<file path="src/rtl/core/pdt_pkg.sv">
`timescale 1ns / 1ps

package pdt_pkg;

    // Field widths of the measurement and result words.
    localparam int PAD_W   = 3;
    localparam int SIDE_W  = 12;
    localparam int LIT_W   = 24;
    localparam int TIME_W  = 32;
    localparam int RUN_W   = 4;

    // Configuration register widths.
    localparam int THR_W   = 6;
    localparam int CNT_W   = 4;
    localparam int COOL_W  = 16;
    localparam int APB_DW  = 32;
    localparam int APB_AW  = 4;

    // Shared multiplier operand and product widths.
    localparam int MUL_A_W = 24;
    localparam int MUL_B_W = 12;
    localparam int PROD_W  = MUL_A_W + MUL_B_W;

    // Threshold side product (threshold * width * height) fits in 30 bits,
    // the lit side (lit * 100) in 31 bits.
    localparam int RHS_W   = 30;
    localparam int LHS_W   = 31;

    localparam int DEF_PAD_COUNT = 5;

    localparam logic [SIDE_W-1:0]  MIN_SIDE  = 12'd5;
    localparam logic [RUN_W-1:0]   RUN_MAX   = 4'd15;
    localparam logic [MUL_B_W-1:0] LIT_SCALE = 12'd100;

    localparam logic [THR_W-1:0]  THR_RESET   = 6'd3;
    localparam logic [CNT_W-1:0]  ENTER_RESET = 4'd2;
    localparam logic [CNT_W-1:0]  EXIT_RESET  = 4'd3;
    localparam logic [COOL_W-1:0] COOL_RESET  = 16'd120;

    // Register indexes (byte address = 4 * index).
    typedef enum logic [1:0] {
        REG_THRESHOLD = 2'd0,
        REG_ENTER     = 2'd1,
        REG_EXIT      = 2'd2,
        REG_COOLDOWN  = 2'd3
    } reg_idx_t;

    typedef enum logic [2:0] {
        ST_IDLE,
        ST_MUL_WH,
        ST_MUL_THR,
        ST_MUL_LIT,
        ST_CMP,
        ST_FINAL
    } state_t;

    // Request to the shared multiplier.
    typedef struct packed {
        logic               en;
        logic [MUL_A_W-1:0] a;
        logic [MUL_B_W-1:0] b;
    } mul_req_t;

endpackage

</file>
<file path="src/rtl/core/pdt_in_if.sv">
`timescale 1ns / 1ps

interface pdt_in_if;
    logic                          valid;
    logic                          ready;
    logic [pdt_pkg::PAD_W-1:0]     pad_index;
    logic [pdt_pkg::SIDE_W-1:0]    region_width;
    logic [pdt_pkg::SIDE_W-1:0]    region_height;
    logic [pdt_pkg::LIT_W-1:0]     lit_pixels;
    logic [pdt_pkg::TIME_W-1:0]    now_ms;

    modport source (
        output valid, pad_index, region_width, region_height, lit_pixels, now_ms,
        input  ready
    );

    modport sink (
        input  valid, pad_index, region_width, region_height, lit_pixels, now_ms,
        output ready
    );
endinterface

</file>
<file path="src/rtl/core/pdt_out_if.sv">
`timescale 1ns / 1ps

interface pdt_out_if;
    logic                      valid;
    logic                      ready;
    logic [pdt_pkg::PAD_W-1:0] pad_out;
    logic                      skipped;
    logic                      hit_now;
    logic                      pad_active;
    logic                      fire;

    modport source (
        output valid, pad_out, skipped, hit_now, pad_active, fire,
        input  ready
    );

    modport sink (
        input  valid, pad_out, skipped, hit_now, pad_active, fire,
        output ready
    );
endinterface

</file>
<file path="src/rtl/core/pad_hit_debounce_trigger_top.sv">
`timescale 1ns / 1ps

// Channel    | Dir | Handshake              | Word
// -----------+-----+------------------------+-----------------------------------------
// in_ch      | in  | valid/ready            | pad_index, region_width, region_height,
//            |     |                        | lit_pixels, now_ms
// out_ch     | out | valid/ready            | pad_out, skipped, hit_now, pad_active, fire
// APB        | in  | psel/penable, pready=1 | 4 registers at byte addresses 0, 4, 8, 12
//
// A measured word goes through these steps before the next acceptance: three
// passes through the single shared multiplier (width*height, times the
// threshold, lit*100), a compare cycle and a final update cycle, then ready.
// A skipped word (small region or out-of-range pad) skips to the final update.
// Reset (rst_n, asynchronous, active low) clears all pad state and loads
// the register defaults. A stalled output only holds the final update
// cycle; the result register frees as soon as the sink takes the word.
module pad_hit_debounce_trigger_top #(
    parameter int PAD_COUNT = pdt_pkg::DEF_PAD_COUNT
) (
    input  logic                         clk,
    input  logic                         rst_n,
    input  logic                         psel,
    input  logic                         penable,
    input  logic                         pwrite,
    input  logic [pdt_pkg::APB_AW-1:0]   paddr,
    input  logic [pdt_pkg::APB_DW-1:0]   pwdata,
    output logic [pdt_pkg::APB_DW-1:0]   prdata,
    output logic                         pready,
    pdt_in_if.sink                       in_ch,
    pdt_out_if.source                    out_ch
);

    // Index width of the per-pad state arrays.
    localparam int IDX_W = (PAD_COUNT > 1) ? $clog2(PAD_COUNT) : 1;
    localparam logic [4:0] PAD_LIMIT = 5'(PAD_COUNT);

    // ------------------------------------------------------------------
    // Configuration registers. Writes complete in the APB access cycle.
    // ------------------------------------------------------------------
    logic [pdt_pkg::THR_W-1:0]  thr_reg;
    logic [pdt_pkg::CNT_W-1:0]  enter_reg;
    logic [pdt_pkg::CNT_W-1:0]  exit_reg;
    logic [pdt_pkg::COOL_W-1:0] cool_reg;
    logic                       cfg_wr;
    pdt_pkg::reg_idx_t          cfg_idx;

    assign pready  = 1'b1;
    assign cfg_wr  = psel && penable && pwrite && pready;
    assign cfg_idx = pdt_pkg::reg_idx_t'(paddr[3:2]);

    always_ff @(posedge clk or negedge rst_n)
    begin
        if (!rst_n)
        begin
            thr_reg   <= pdt_pkg::THR_RESET;
            enter_reg <= pdt_pkg::ENTER_RESET;
            exit_reg  <= pdt_pkg::EXIT_RESET;
            cool_reg  <= pdt_pkg::COOL_RESET;
        end
        else if (cfg_wr)
        begin
            unique case (cfg_idx)
                pdt_pkg::REG_THRESHOLD: thr_reg   <= pwdata[pdt_pkg::THR_W-1:0];
                pdt_pkg::REG_ENTER:     enter_reg <= pwdata[pdt_pkg::CNT_W-1:0];
                pdt_pkg::REG_EXIT:      exit_reg  <= pwdata[pdt_pkg::CNT_W-1:0];
                pdt_pkg::REG_COOLDOWN:  cool_reg  <= pwdata[pdt_pkg::COOL_W-1:0];
                default: ;
            endcase
        end
    end

    always_comb
    begin
        unique case (cfg_idx)
            pdt_pkg::REG_THRESHOLD: prdata = pdt_pkg::APB_DW'(thr_reg);
            pdt_pkg::REG_ENTER:     prdata = pdt_pkg::APB_DW'(enter_reg);
            pdt_pkg::REG_EXIT:      prdata = pdt_pkg::APB_DW'(exit_reg);
            pdt_pkg::REG_COOLDOWN:  prdata = pdt_pkg::APB_DW'(cool_reg);
            default:                prdata = '0;
        endcase
    end

    // ------------------------------------------------------------------
    // Sequencer.
    // ------------------------------------------------------------------
    pdt_pkg::state_t state_reg;
    pdt_pkg::state_t state_next;

    logic in_acc;
    logic commit;
    logic out_free;
    logic in_small;
    logic in_oor;

    // Captured input word.
    logic [pdt_pkg::PAD_W-1:0]  pad_reg;
    logic [pdt_pkg::SIDE_W-1:0] w_reg;
    logic [pdt_pkg::SIDE_W-1:0] h_reg;
    logic [pdt_pkg::LIT_W-1:0]  lit_reg;
    logic [pdt_pkg::TIME_W-1:0] now_reg;
    logic                       skip_reg;
    logic                       oor_reg;

    // Intermediate results.
    logic [pdt_pkg::RHS_W-1:0]  rhs_reg;
    logic                       hit_reg;
    logic [pdt_pkg::PROD_W-1:0] prod;
    pdt_pkg::mul_req_t          mul_req;

    assign in_oor   = ({2'b00, in_ch.pad_index} >= PAD_LIMIT);
    assign in_small = (in_ch.region_width < pdt_pkg::MIN_SIDE) ||
                      (in_ch.region_height < pdt_pkg::MIN_SIDE);
    assign in_acc   = in_ch.valid && in_ch.ready;
    assign out_free = !out_ch.valid || out_ch.ready;
    assign commit   = (state_reg == pdt_pkg::ST_FINAL) && out_free;

    // Next state.
    always_comb
    begin
        state_next = state_reg;
        unique case (state_reg)
            pdt_pkg::ST_IDLE:
            begin
                if (in_ch.valid)
                begin
                    state_next = (in_oor || in_small) ? pdt_pkg::ST_FINAL
                                                      : pdt_pkg::ST_MUL_WH;
                end
            end
            pdt_pkg::ST_MUL_WH:  state_next = pdt_pkg::ST_MUL_THR;
            pdt_pkg::ST_MUL_THR: state_next = pdt_pkg::ST_MUL_LIT;
            pdt_pkg::ST_MUL_LIT: state_next = pdt_pkg::ST_CMP;
            pdt_pkg::ST_CMP:     state_next = pdt_pkg::ST_FINAL;
            pdt_pkg::ST_FINAL:
            begin
                if (out_free)
                begin
                    state_next = pdt_pkg::ST_IDLE;
                end
            end
            default:             state_next = pdt_pkg::ST_IDLE;
        endcase
    end

    // Sequencer outputs: input ready and the multiplier operands.
    always_comb
    begin
        in_ch.ready = 1'b0;
        mul_req     = '0;
        unique case (state_reg)
            pdt_pkg::ST_IDLE:
            begin
                in_ch.ready = 1'b1;
            end
            pdt_pkg::ST_MUL_WH:
            begin
                mul_req.en = 1'b1;
                mul_req.a  = pdt_pkg::MUL_A_W'(w_reg);
                mul_req.b  = h_reg;
            end
            pdt_pkg::ST_MUL_THR:
            begin
                mul_req.en = 1'b1;
                mul_req.a  = prod[pdt_pkg::MUL_A_W-1:0];
                mul_req.b  = pdt_pkg::MUL_B_W'(thr_reg);
            end
            pdt_pkg::ST_MUL_LIT:
            begin
                mul_req.en = 1'b1;
                mul_req.a  = lit_reg;
                mul_req.b  = pdt_pkg::LIT_SCALE;
            end
            pdt_pkg::ST_CMP:   ;
            pdt_pkg::ST_FINAL: ;
            default:           ;
        endcase
    end

    always_ff @(posedge clk or negedge rst_n)
    begin
        if (!rst_n)
        begin
            state_reg <= pdt_pkg::ST_IDLE;
        end
        else
        begin
            state_reg <= state_next;
        end
    end

    pdt_mul_unit u_mul (
        .clk  (clk),
        .req  (mul_req),
        .prod (prod)
    );

    // Input capture and intermediate registers hold payload only.
    always_ff @(posedge clk)
    begin
        if (in_acc)
        begin
            pad_reg  <= in_ch.pad_index;
            w_reg    <= in_ch.region_width;
            h_reg    <= in_ch.region_height;
            lit_reg  <= in_ch.lit_pixels;
            now_reg  <= in_ch.now_ms;
            skip_reg <= in_oor || in_small;
            oor_reg  <= in_oor;
        end
        // The threshold product is ready while the lit product is formed.
        if (state_reg == pdt_pkg::ST_MUL_LIT)
        begin
            rhs_reg <= prod[pdt_pkg::RHS_W-1:0];
        end
        if (state_reg == pdt_pkg::ST_CMP)
        begin
            hit_reg <= (prod[pdt_pkg::LHS_W-1:0] >= pdt_pkg::LHS_W'(rhs_reg));
        end
    end

    // ------------------------------------------------------------------
    // Per-pad state and the final update.
    // ------------------------------------------------------------------
    logic [pdt_pkg::RUN_W-1:0]  hit_run_reg  [PAD_COUNT];
    logic [pdt_pkg::RUN_W-1:0]  miss_run_reg [PAD_COUNT];
    logic                       active_reg   [PAD_COUNT];
    logic [pdt_pkg::TIME_W-1:0] fire_time_reg[PAD_COUNT];
    logic                       fired_reg    [PAD_COUNT];

    logic [4:0]                 pad_wide;
    logic [IDX_W-1:0]           idx;
    logic [pdt_pkg::RUN_W-1:0]  hr_cur;
    logic [pdt_pkg::RUN_W-1:0]  mr_cur;
    logic                       act_cur;
    logic [pdt_pkg::TIME_W-1:0] lft_cur;
    logic                       hf_cur;
    logic [pdt_pkg::TIME_W-1:0] elapsed;
    logic [pdt_pkg::RUN_W-1:0]  hr_next;
    logic [pdt_pkg::RUN_W-1:0]  mr_next;
    logic                       act_next;
    logic                       fire_next;

    // Out-of-range pads never touch the arrays; steer them to entry zero.
    assign pad_wide = {2'b00, pad_reg};
    assign idx      = oor_reg ? '0 : pad_wide[IDX_W-1:0];
    assign hr_cur   = hit_run_reg[idx];
    assign mr_cur   = miss_run_reg[idx];
    assign act_cur  = active_reg[idx];
    assign lft_cur  = fire_time_reg[idx];
    assign hf_cur   = fired_reg[idx];
    assign elapsed  = now_reg - lft_cur;

    always_comb
    begin
        hr_next   = hr_cur;
        mr_next   = mr_cur;
        act_next  = act_cur;
        fire_next = 1'b0;
        if (hit_reg)
        begin
            hr_next = (hr_cur == pdt_pkg::RUN_MAX) ? hr_cur
                                                   : hr_cur + pdt_pkg::RUN_W'(1);
            mr_next = '0;
            if (!act_cur && (hr_next >= enter_reg))
            begin
                act_next = 1'b1;
                // A pad that has never fired is not held off by the cooldown.
                fire_next = !hf_cur ||
                            (elapsed >= pdt_pkg::TIME_W'(cool_reg));
            end
        end
        else
        begin
            mr_next = (mr_cur == pdt_pkg::RUN_MAX) ? mr_cur
                                                   : mr_cur + pdt_pkg::RUN_W'(1);
            hr_next = '0;
            if (act_cur && (mr_next >= exit_reg))
            begin
                act_next = 1'b0;
            end
        end
    end

    always_ff @(posedge clk or negedge rst_n)
    begin
        if (!rst_n)
        begin
            for (int p = 0; p < PAD_COUNT; p++)
            begin
                hit_run_reg[p]   <= '0;
                miss_run_reg[p]  <= '0;
                active_reg[p]    <= 1'b0;
                fire_time_reg[p] <= '0;
                fired_reg[p]     <= 1'b0;
            end
        end
        else if (commit && !skip_reg)
        begin
            hit_run_reg[idx]  <= hr_next;
            miss_run_reg[idx] <= mr_next;
            active_reg[idx]   <= act_next;
            if (fire_next)
            begin
                fire_time_reg[idx] <= now_reg;
                fired_reg[idx]     <= 1'b1;
            end
        end
    end

    // ------------------------------------------------------------------
    // Output register. It is loaded in the final cycle when the previous
    // word is gone or leaving in the same cycle.
    // ------------------------------------------------------------------
    logic                      out_valid_reg;
    logic [pdt_pkg::PAD_W-1:0] pad_out_reg;
    logic                      skipped_reg;
    logic                      hit_now_reg;
    logic                      active_out_reg;
    logic                      fire_reg;

    always_ff @(posedge clk or negedge rst_n)
    begin
        if (!rst_n)
        begin
            out_valid_reg <= 1'b0;
        end
        else if (commit)
        begin
            out_valid_reg <= 1'b1;
        end
        else if (out_ch.ready)
        begin
            out_valid_reg <= 1'b0;
        end
    end

    always_ff @(posedge clk)
    begin
        if (commit)
        begin
            pad_out_reg    <= pad_reg;
            skipped_reg    <= skip_reg;
            hit_now_reg    <= !skip_reg && hit_reg;
            fire_reg       <= !skip_reg && fire_next;
            if (oor_reg)
            begin
                active_out_reg <= 1'b0;
            end
            else if (skip_reg)
            begin
                active_out_reg <= act_cur;
            end
            else
            begin
                active_out_reg <= act_next;
            end
        end
    end

    assign out_ch.valid      = out_valid_reg;
    assign out_ch.pad_out    = pad_out_reg;
    assign out_ch.skipped    = skipped_reg;
    assign out_ch.hit_now    = hit_now_reg;
    assign out_ch.pad_active = active_out_reg;
    assign out_ch.fire       = fire_reg;

`ifndef SYNTHESIS
    // A fire always comes with the pad becoming active on a measured frame.
    a_fire_active: assert property (@(posedge clk) disable iff (!rst_n)
        (out_ch.valid && out_ch.fire) |->
        (out_ch.pad_active && out_ch.hit_now && !out_ch.skipped))
        else $error("fire without an active measured hit");

    // A skipped word reports neither a hit nor a fire.
    a_skip_quiet: assert property (@(posedge clk) disable iff (!rst_n)
        (out_ch.valid && out_ch.skipped) |-> (!out_ch.hit_now && !out_ch.fire))
        else $error("skipped word carries a hit or a fire");

    // The sequencer takes no new word until the current one is committed.
    a_one_in_flight: assert property (@(posedge clk) disable iff (!rst_n)
        in_acc |=> !in_ch.ready)
        else $error("input accepted while a word is in progress");

    // After the compare cycle the final update always follows.
    a_cmp_to_final: assert property (@(posedge clk) disable iff (!rst_n)
        (state_reg == pdt_pkg::ST_CMP) |=> (state_reg == pdt_pkg::ST_FINAL))
        else $error("compare not followed by final update");

    // A committed word is visible on the output in the next cycle.
    a_commit_shows: assert property (@(posedge clk) disable iff (!rst_n)
        commit |=> out_ch.valid)
        else $error("committed word missing from the output");
`endif

endmodule

</file>
<file path="src/rtl/core/pdt_mul_unit.sv">
`timescale 1ns / 1ps

// Shared unsigned multiplier with a registered product. The sequencer
// feeds it one operand pair per cycle and reads the product in the next cycle.
module pdt_mul_unit (
    input  logic                          clk,
    input  pdt_pkg::mul_req_t             req,
    output logic [pdt_pkg::PROD_W-1:0]    prod
);

    logic [pdt_pkg::PROD_W-1:0] prod_reg;
    logic [pdt_pkg::PROD_W-1:0] prod_next;

    always_comb
    begin
        prod_next = pdt_pkg::PROD_W'(req.a) * pdt_pkg::PROD_W'(req.b);
    end

    always_ff @(posedge clk)
    begin
        if (req.en)
        begin
            prod_reg <= prod_next;
        end
    end

    assign prod = prod_reg;

endmodule
</file>
<file path="src/flat_wrapper.sv">
// flat-port wrapper written by rule: the top's interface ports become plain ports
module pad_hit_debounce_trigger_top_flat 
#(
    parameter int PAD_COUNT = pdt_pkg::DEF_PAD_COUNT
)
  (clk, rst_n, psel, penable, pwrite, paddr, pwdata, prdata, pready, in_ch_valid, in_ch_pad_index, in_ch_region_width, in_ch_region_height, in_ch_lit_pixels, in_ch_now_ms, in_ch_ready, out_ch_valid, out_ch_pad_out, out_ch_skipped, out_ch_hit_now, out_ch_pad_active, out_ch_fire, out_ch_ready);
  pdt_in_if in_ch_i ();
  pdt_out_if out_ch_i ();
  input  logic clk;
  input  logic rst_n;
  input  logic psel;
  input  logic penable;
  input  logic pwrite;
  input  logic [pdt_pkg::APB_AW-1:0] paddr;
  input  logic [pdt_pkg::APB_DW-1:0] pwdata;
  output logic [pdt_pkg::APB_DW-1:0] prdata;
  output logic pready;
  input wire logic [$bits(in_ch_i.valid)-1:0] in_ch_valid;
  input wire logic [$bits(in_ch_i.pad_index)-1:0] in_ch_pad_index;
  input wire logic [$bits(in_ch_i.region_width)-1:0] in_ch_region_width;
  input wire logic [$bits(in_ch_i.region_height)-1:0] in_ch_region_height;
  input wire logic [$bits(in_ch_i.lit_pixels)-1:0] in_ch_lit_pixels;
  input wire logic [$bits(in_ch_i.now_ms)-1:0] in_ch_now_ms;
  output wire logic [$bits(in_ch_i.ready)-1:0] in_ch_ready;
  output wire logic [$bits(out_ch_i.valid)-1:0] out_ch_valid;
  output wire logic [$bits(out_ch_i.pad_out)-1:0] out_ch_pad_out;
  output wire logic [$bits(out_ch_i.skipped)-1:0] out_ch_skipped;
  output wire logic [$bits(out_ch_i.hit_now)-1:0] out_ch_hit_now;
  output wire logic [$bits(out_ch_i.pad_active)-1:0] out_ch_pad_active;
  output wire logic [$bits(out_ch_i.fire)-1:0] out_ch_fire;
  input wire logic [$bits(out_ch_i.ready)-1:0] out_ch_ready;
  assign in_ch_i.valid = in_ch_valid;
  assign in_ch_i.pad_index = in_ch_pad_index;
  assign in_ch_i.region_width = in_ch_region_width;
  assign in_ch_i.region_height = in_ch_region_height;
  assign in_ch_i.lit_pixels = in_ch_lit_pixels;
  assign in_ch_i.now_ms = in_ch_now_ms;
  assign in_ch_ready = in_ch_i.ready;
  assign out_ch_valid = out_ch_i.valid;
  assign out_ch_pad_out = out_ch_i.pad_out;
  assign out_ch_skipped = out_ch_i.skipped;
  assign out_ch_hit_now = out_ch_i.hit_now;
  assign out_ch_pad_active = out_ch_i.pad_active;
  assign out_ch_fire = out_ch_i.fire;
  assign out_ch_i.ready = out_ch_ready;
  pad_hit_debounce_trigger_top #(.PAD_COUNT(PAD_COUNT)) u_core (.clk(clk), .rst_n(rst_n), .psel(psel), .penable(penable), .pwrite(pwrite), .paddr(paddr), .pwdata(pwdata), .prdata(prdata), .pready(pready), .in_ch(in_ch_i), .out_ch(out_ch_i));
endmodule
</file>
<file path="config.mk">
export PLATFORM = sky130hd
export DESIGN_NAME = pad_hit_debounce_trigger_top_flat
export DESIGN_NICKNAME = d
export VERILOG_FILES = /design/src/rtl/core/pdt_pkg.sv /design/src/rtl/core/pdt_in_if.sv /design/src/rtl/core/pdt_out_if.sv /design/src/rtl/core/pad_hit_debounce_trigger_top.sv /design/src/rtl/core/pdt_mul_unit.sv /design/src/flat_wrapper.sv
export SDC_FILE = /design/constraint.sdc
export NUM_CORES = 1
export LEC_CHECK = 0
export ABC_AREA = 1
export BUFFER_PORTS_ARGS = -buffer_cell sky130_fd_sc_hd__buf_2
export CAP_MARGIN = 20
export CORE_MARGIN = 2
export CORE_UTILIZATION = 58
export DETAILED_ROUTE_END_ITERATION = 8
export PLACE_DENSITY = 0.82
export SETUP_SLACK_MARGIN = 0.5
export SLEW_MARGIN = 20
export SYNTH_ARGS = -nofsm -noshare
export SYNTH_HDL_FRONTEND = slang
export SYNTH_SLANG_ARGS = --single-unit
</file>
<file path="constraint.sdc">
create_clock -name clk -period 9.85 [get_ports clk]
set_input_delay 1.97 -clock clk [delete_from_list [all_inputs] [get_ports clk]]
set_output_delay 1.97 -clock clk [all_outputs]
set_load 0.01 [all_outputs]
</file>
# --- Word-level counts from Yosys, hierarchy flattened ---
# Cells that the tools add are included.
op_classes:
  n_addsub: 3
  mul: 1
  div_mod_pow: 0
  magnitude_cmp: 9
  eq_ne: 12
  shift: 0
  muxes: 45
  bitwise_logic: 2
  n_reduce_logical: 27
op_table:
  columns: ["operator", "n"]
  rows:
  - ["$bwmux W160", 1]
  - ["$pmux W32 S4", 1]
  - ["$pmux W37 S3", 1]
  - ["$bmux W32 S3", 1]
  - ["$demux W32 S3", 1]
  - ["$mux W32", 3]
  - ["$bwmux W20", 2]
  - ["$mux W4", 9]
  - ["$ge A32 B16 Y1", 1]
  - ["$sub A32 B32 Y32", 1]
  - ["$ge A31 B30 Y1", 1]
  - ["$mul A24 B12 Y31", 1]
  - ["$bmux W4 S3", 2]
  - ["$lt A12 B3 Y1 const B", 2]
  - ["$pmux W3 S6", 1]
  - ["$mux W1", 14]
  - ["$demux W4 S3", 1]
  - ["$mux W3", 4]
  - ["$reduce_and A2 Y1", 6]
  - ["$logic_and A1 B1 Y1", 10]
  - ["$add A4 B1 Y4 const B", 2]
  - ["$eq A4 B4 Y1 const B", 2]
  - ["$ge A4 B4 Y1", 2]
  - ["$bmux W1 S3", 2]
  - ["19 further kinds", 28]
totals:
  register_bits: 398
  latch_bits: 0
  mem_bits_rw: 0
  rom_bits: 0
  inputBits: 126
  out_inout_bits: 42
  elab_cells: 145
  n_memories: 0

# --- Depth between registers and ports, before layout ---
depth:
  depth_word: 12
  mapped_depth: 34
  depth_no_buf: 31

# --- Cells and area by module ---
# From an unflattened synthesis, not the netlist that was laid out.
unflattened:
  cells_unflattened: 3855
  area_unflattened_um2: 30708.2
modules_own_cells:
  columns: ["mod", "n_inst", "cells_each", "area_each_um2", "seq_area_each_um2"]
  rows:
  - ["pad_hit_debounce_trigger_top", 1, 2388, 19791.5, 9810.7]
  - ["pdt_mul_unit", 1, 1467, 10916.7, 1081.0]

# --- Least setup slack after synthesis ---
# Ideal clock, no wire load.
synth_timing:
  path_kind: "register -> register"
  from: "reg u_core.state_reg[2]"
  to: "reg u_core.u_mul.prod_reg, in the netlist u_core.u_mul.prod[27] (data pin)"
  setup_time_ps: 264
  arrival_time_ps: 6511
  t_required_ps: 9586
  setup_slack_ps: 3076
  path_stages_with_launch: 26
  path_buffers: 2
  period_less_slack_ps: 6774
  cell_sequence: "dfrtp_1 nor2_1 inv_1 nor2_1 buf_1 nand2_1 nand3_1 clkbuf_1 nand2_1 fa_1 inv_1 fa_1 fa_1 fa_1 inv_1 fa_1 inv_1 ha_1 nand2_1 nor4_1 nand4_1 nand3_1 nand3_1 nand2_1 a31oi_1 xor2_1"
synth_between:
  elab_chain_cells: 3
  word_cells_on_any_way: 5
  classes_between: "mul: 1; eq/ne: 3; mux: 1"
synth_lines:
  columns: ["item", "line", "text"]
  rows:
  - ["from (decl)", "pad_hit_debounce_trigger_top.sv:86", "pdt_pkg::state_t state_reg;"]
  - ["from (signal assigned)", "pad_hit_debounce_trigger_top.sv:183", "state_reg <= pdt_pkg::ST_IDLE;"]
  - ["from (signal assigned)", "pad_hit_debounce_trigger_top.sv:187", "state_reg <= state_next;"]
  - ["$eq A3 B2 Y1 / $eq A3 B1 Y1 (equally long branches)", "pad_hit_debounce_trigger_top.sv:150", "unique case (state_reg)"]
  - ["$pmux W37 S3 (*)", "pad_hit_debounce_trigger_top.sv:150", null]
  - ["$mul A24 B12 Y31 (*)", "pdt_mul_unit.sv:16", "prod_next = pdt_pkg::PROD_W'(req.a) * pdt_pkg::PROD_W'(req.b);"]
  - ["net u_core.u_mul.prod_next, one bit", "pdt_mul_unit.sv:12", "logic [pdt_pkg::PROD_W-1:0] prod_next;"]
  - ["to (signal assigned)", "pdt_mul_unit.sv:23", "prod_reg <= prod_next;"]
  - ["to (decl)", "pdt_mul_unit.sv:11", "logic [pdt_pkg::PROD_W-1:0] prod_reg;"]
# The timed path passes the listed nets; every way through them passes the cells marked *.
# A chain may end at the register's enable or synchronous reset.

# --- Final worst setup path ---
layout_timing:
  from: "reg u_core.state_reg[2]"
  to: "reg u_core.u_mul.prod_reg, in the netlist u_core.u_mul.prod[21] (data pin)"
# Same word-level chain as after synthesis.

==> results.md <==
* RSZ-0062 raised after global routing: no
* Row count at 81
* Total negative slack at 0 ns
* FFs w/ async S/R, synth at 61.3%
* Most used DFF post-synth: dfrtp_1
* Final ANT Viol Nets at 0
* Origin of the worst setup path: u_core.state_reg[2]$_DFFE_PN0P_
* Cell variety after synth at 53
* Fin util at 64.0%
* Post-CTS Setup Inserts at 0
* Final hold violations at 0
* Total GRT Usage at 30.7%
* DRT iter0 DRCs at 2369
* Worst Skew at 0.0211 ns
* Sequential area share after synthesis at 37.7%
* Fillers at 4077
* CTS resizes at 0
* Most common cell after layout, fill and taps aside: nand2_1
* CTS tree: yes
* I/O Buffers at 132
* Vias in the first global route at 23400
* Gate Count Post-Synth at 3377
* Worst R2R Start: u_core.state_reg[2]$_DFFE_PN0P_
* Syn avg cell area at 8.43 µm²
* Crit. End Element: register
* Clock Tree Buf Depth at 3
* Pin count of the biggest net entering global routing at 112
* Register area at 10700 µm²
* DIE HEIGHT at 226 µm
* Clk slew on worst S/H paths at 0.06 ns
* LEAKAGE at 0.0162 µW
* Detailed-route wire length per cell at 18.3 µm
* Final GP Congestion at 0.963
* Die ar. at 50900 µm²
* Post-Synth Adder-Cell Area at 21.1%
* Synth Area in XOR/XNOR at 1.51%
* Final period util at 77.1%
* Core ar. at 48600 µm²
* Worst-path maximum fanout at 14
* Vias/cell at 5.67
* Ys Warns at 0
* Most frequent cells in the layout: nand2_1 (1088), inv_1 (559), dfrtp_1 (235)
* Highest clock rate at 0.132 GHz
* Post-synth EDFFs at 154
* Worst-case vdd ir drop at 260 µV
* Worst skew pair latency at 0.60 ns
* Multi-input gate area at 15100 µm²
* Num CTS Buffers at 46
* Total wire length at 76.1 mm
* Post-Syn Area at 28500 µm²
* H-Tree Depth at 2
* Fraction of final layout cells sized beyond drive strength 1 at 8.14%
* Tmin final at 7.59 ns
* #FFs+latches synth at 398
* Mux contribution to synthesized area at 0.0396%
* Clock root cell: clkbuf_16
* First-pass GRT wire length at 122 mm
* Final nets at 3978
* # setup viols final at 0
* Startpoint types: register
* Top-level port count at 168
* Diodes inserted at 0
* Global route overflow at 0
* Hold Path Origin: u_core.u_mul.prod[0]$_DFFE_PN_
* 1st-pass router iterations at 6
* DRC violations left at 0
* Critical Path RT at 10.23 ns
* Hold buffers post-CTS at 0
* Detailed placement HPWL at 53.3 mm
* Via count at 23600
* Chip width at 226 µm
* Slew headroom at 20.5%
* PwrDens at 295 nW/µm²
* Post-synthesis simple-gate area fraction at 23.0%
* Max FFs per register at 160
* Synth Area in Compound Gates at 6.28%
* P&R area growth vs syn at 9.35%
* Initial antenna violation count at 0
* Worst EP arrival at 7.97 ns
* Worst-Margin Slew at 1.18 ns
* Kind of critical path: register to register
* Max_cap viols at 0
* Status: finished clean
* R2r setup slk at 2.26 ns
* Worst hold path class: register to register
* Largest family of logic cells by synthesized area: simple AND/OR/NAND/NOR gates
* Clk sinks at 398
* Starting Density at 58.5%
* Slew Viols, Final at 0
## area by class of cell
cell class | instances | area share (%)
multi-input combinational | 2320 | 48.4
sequential | 398 | 34.5
clock inverter | 24 | 0.671
tap | 622 | 2.50
timing repair buffer | 165 | 2.95
inverter | 568 | 6.85
clock buffer | 61 | 4.08
## metrics by stage
| stage | instance area (µm²) | hold slack, ns | setup WS [ns] | total power [µW] | std cells |
|---|---|---|---|---|---|
| 6_report | 31100 | 0.448 | 2.26 | 9180 | 4158 |
| 5_1_grt | 31100 | 0.464 | 1.83 | 9920 | 4158 |
| 4_1_cts | 31100 | 0.449 | 2.33 | 9130 | 4158 |
| 3_5_place_dp | 29600 | 0.435 | 2.37 | 7360 | 4073 |
| 3_3_place_gp | 29600 | 0.430 | 2.55 | 7210 | 4073 |
| 2_1_floorplan | 28700 | 0.422 | 3.08 | 6010 | 3437 |
## worst max-delay path, cell delays in order, from the launching register on
cell	delay [ns]
dfrtp_1	0.45
nor3_2	0.44
buf_4	0.36
inv_1	0.20
nor2_1	0.80
nand2_1	0.22
fa_1	0.50
fa_1	0.51
fa_1	0.49
inv_1	0.06
fa_1	0.56
inv_1	0.07
fa_1	0.54
inv_1	0.05
ha_1	0.34
nand2_1	0.08
o21ai_0	0.25
a21oi_1	0.11
o21ai_0	0.49
inv_1	0.11
o21bai_1	0.25
a21oi_1	0.15
xnor2_1	0.33
## synth_stat cells, types with 11 or more instances
cell type | count | area [µm²]
nand2_1 | 1088 | 4080
a221oi_1 | 18 | 158
nand4_1 | 174 | 1090
xor2_1 | 34 | 298
buf_6 | 13 | 146
buf_2 | 25 | 125
nor2_1 | 160 | 601
nor3_1 | 16 | 80.1
ha_1 | 140 | 1750
clkbuf_1 | 84 | 315
dfrtp_1 | 235 | 5880
nand3b_1 | 12 | 90.1
fa_1 | 213 | 4260
inv_1 | 559 | 2100
o21ai_0 | 105 | 526
xnor2_1 | 15 | 131
a211oi_1 | 11 | 82.6
nand3_1 | 83 | 415
o221ai_1 | 12 | 105
a21oi_1 | 90 | 450
buf_4 | 26 | 195
edfxtp_1 | 154 | 4620
## power by group
part           internal, µW  switching [µW]  total (µW)
Clock                   969             733        1700
Combinational          1650            3320        4970
Sequential             2260             253        2520
## per-layer routing
metal | share of wire [%] | GRT usage (%) | vias up
met4 | 4.9 | 14.7 | 0
li1 | - | - | 10900
met2 | 49 | 52.3 | 1101
met1 | 38 | 38.6 | 11300
met5 | 0 | 0 | -
met3 | 7.9 | 4.35 | 238
## worst paths after layout
kind | endpoint | cells past startpoint
worst max-delay path | u_core.u_mul.prod[21]$_DFFE_PN_ | 22
worst min-delay path | u_core.rhs_reg[0]$_DFFE_PN_ | 0
min in group asynchronous | u_core.cool_reg[9]$_DFFE_PN0P_ | 1
worst max register to register | u_core.u_mul.prod[21]$_DFFE_PN_ | 22
worst min register to register | u_core.rhs_reg[0]$_DFFE_PN_ | 0
max in group asynchronous | u_core.miss_run_reg[15]$_DFFE_PN0P_ | 2
## cells by family (layout without fill, tap and decap cells)
group,Yosys count,after routing
muxes,1,1
and+or+nand+nor,1556,1556
buffers and inverters,719,818
adders and majority gates,353,353
AOI/OAI and AO/OA,299,299
other,2,62
DFF,398,398
xor gates and xnor gates,49,49
(Power assumes the default switching activity.)
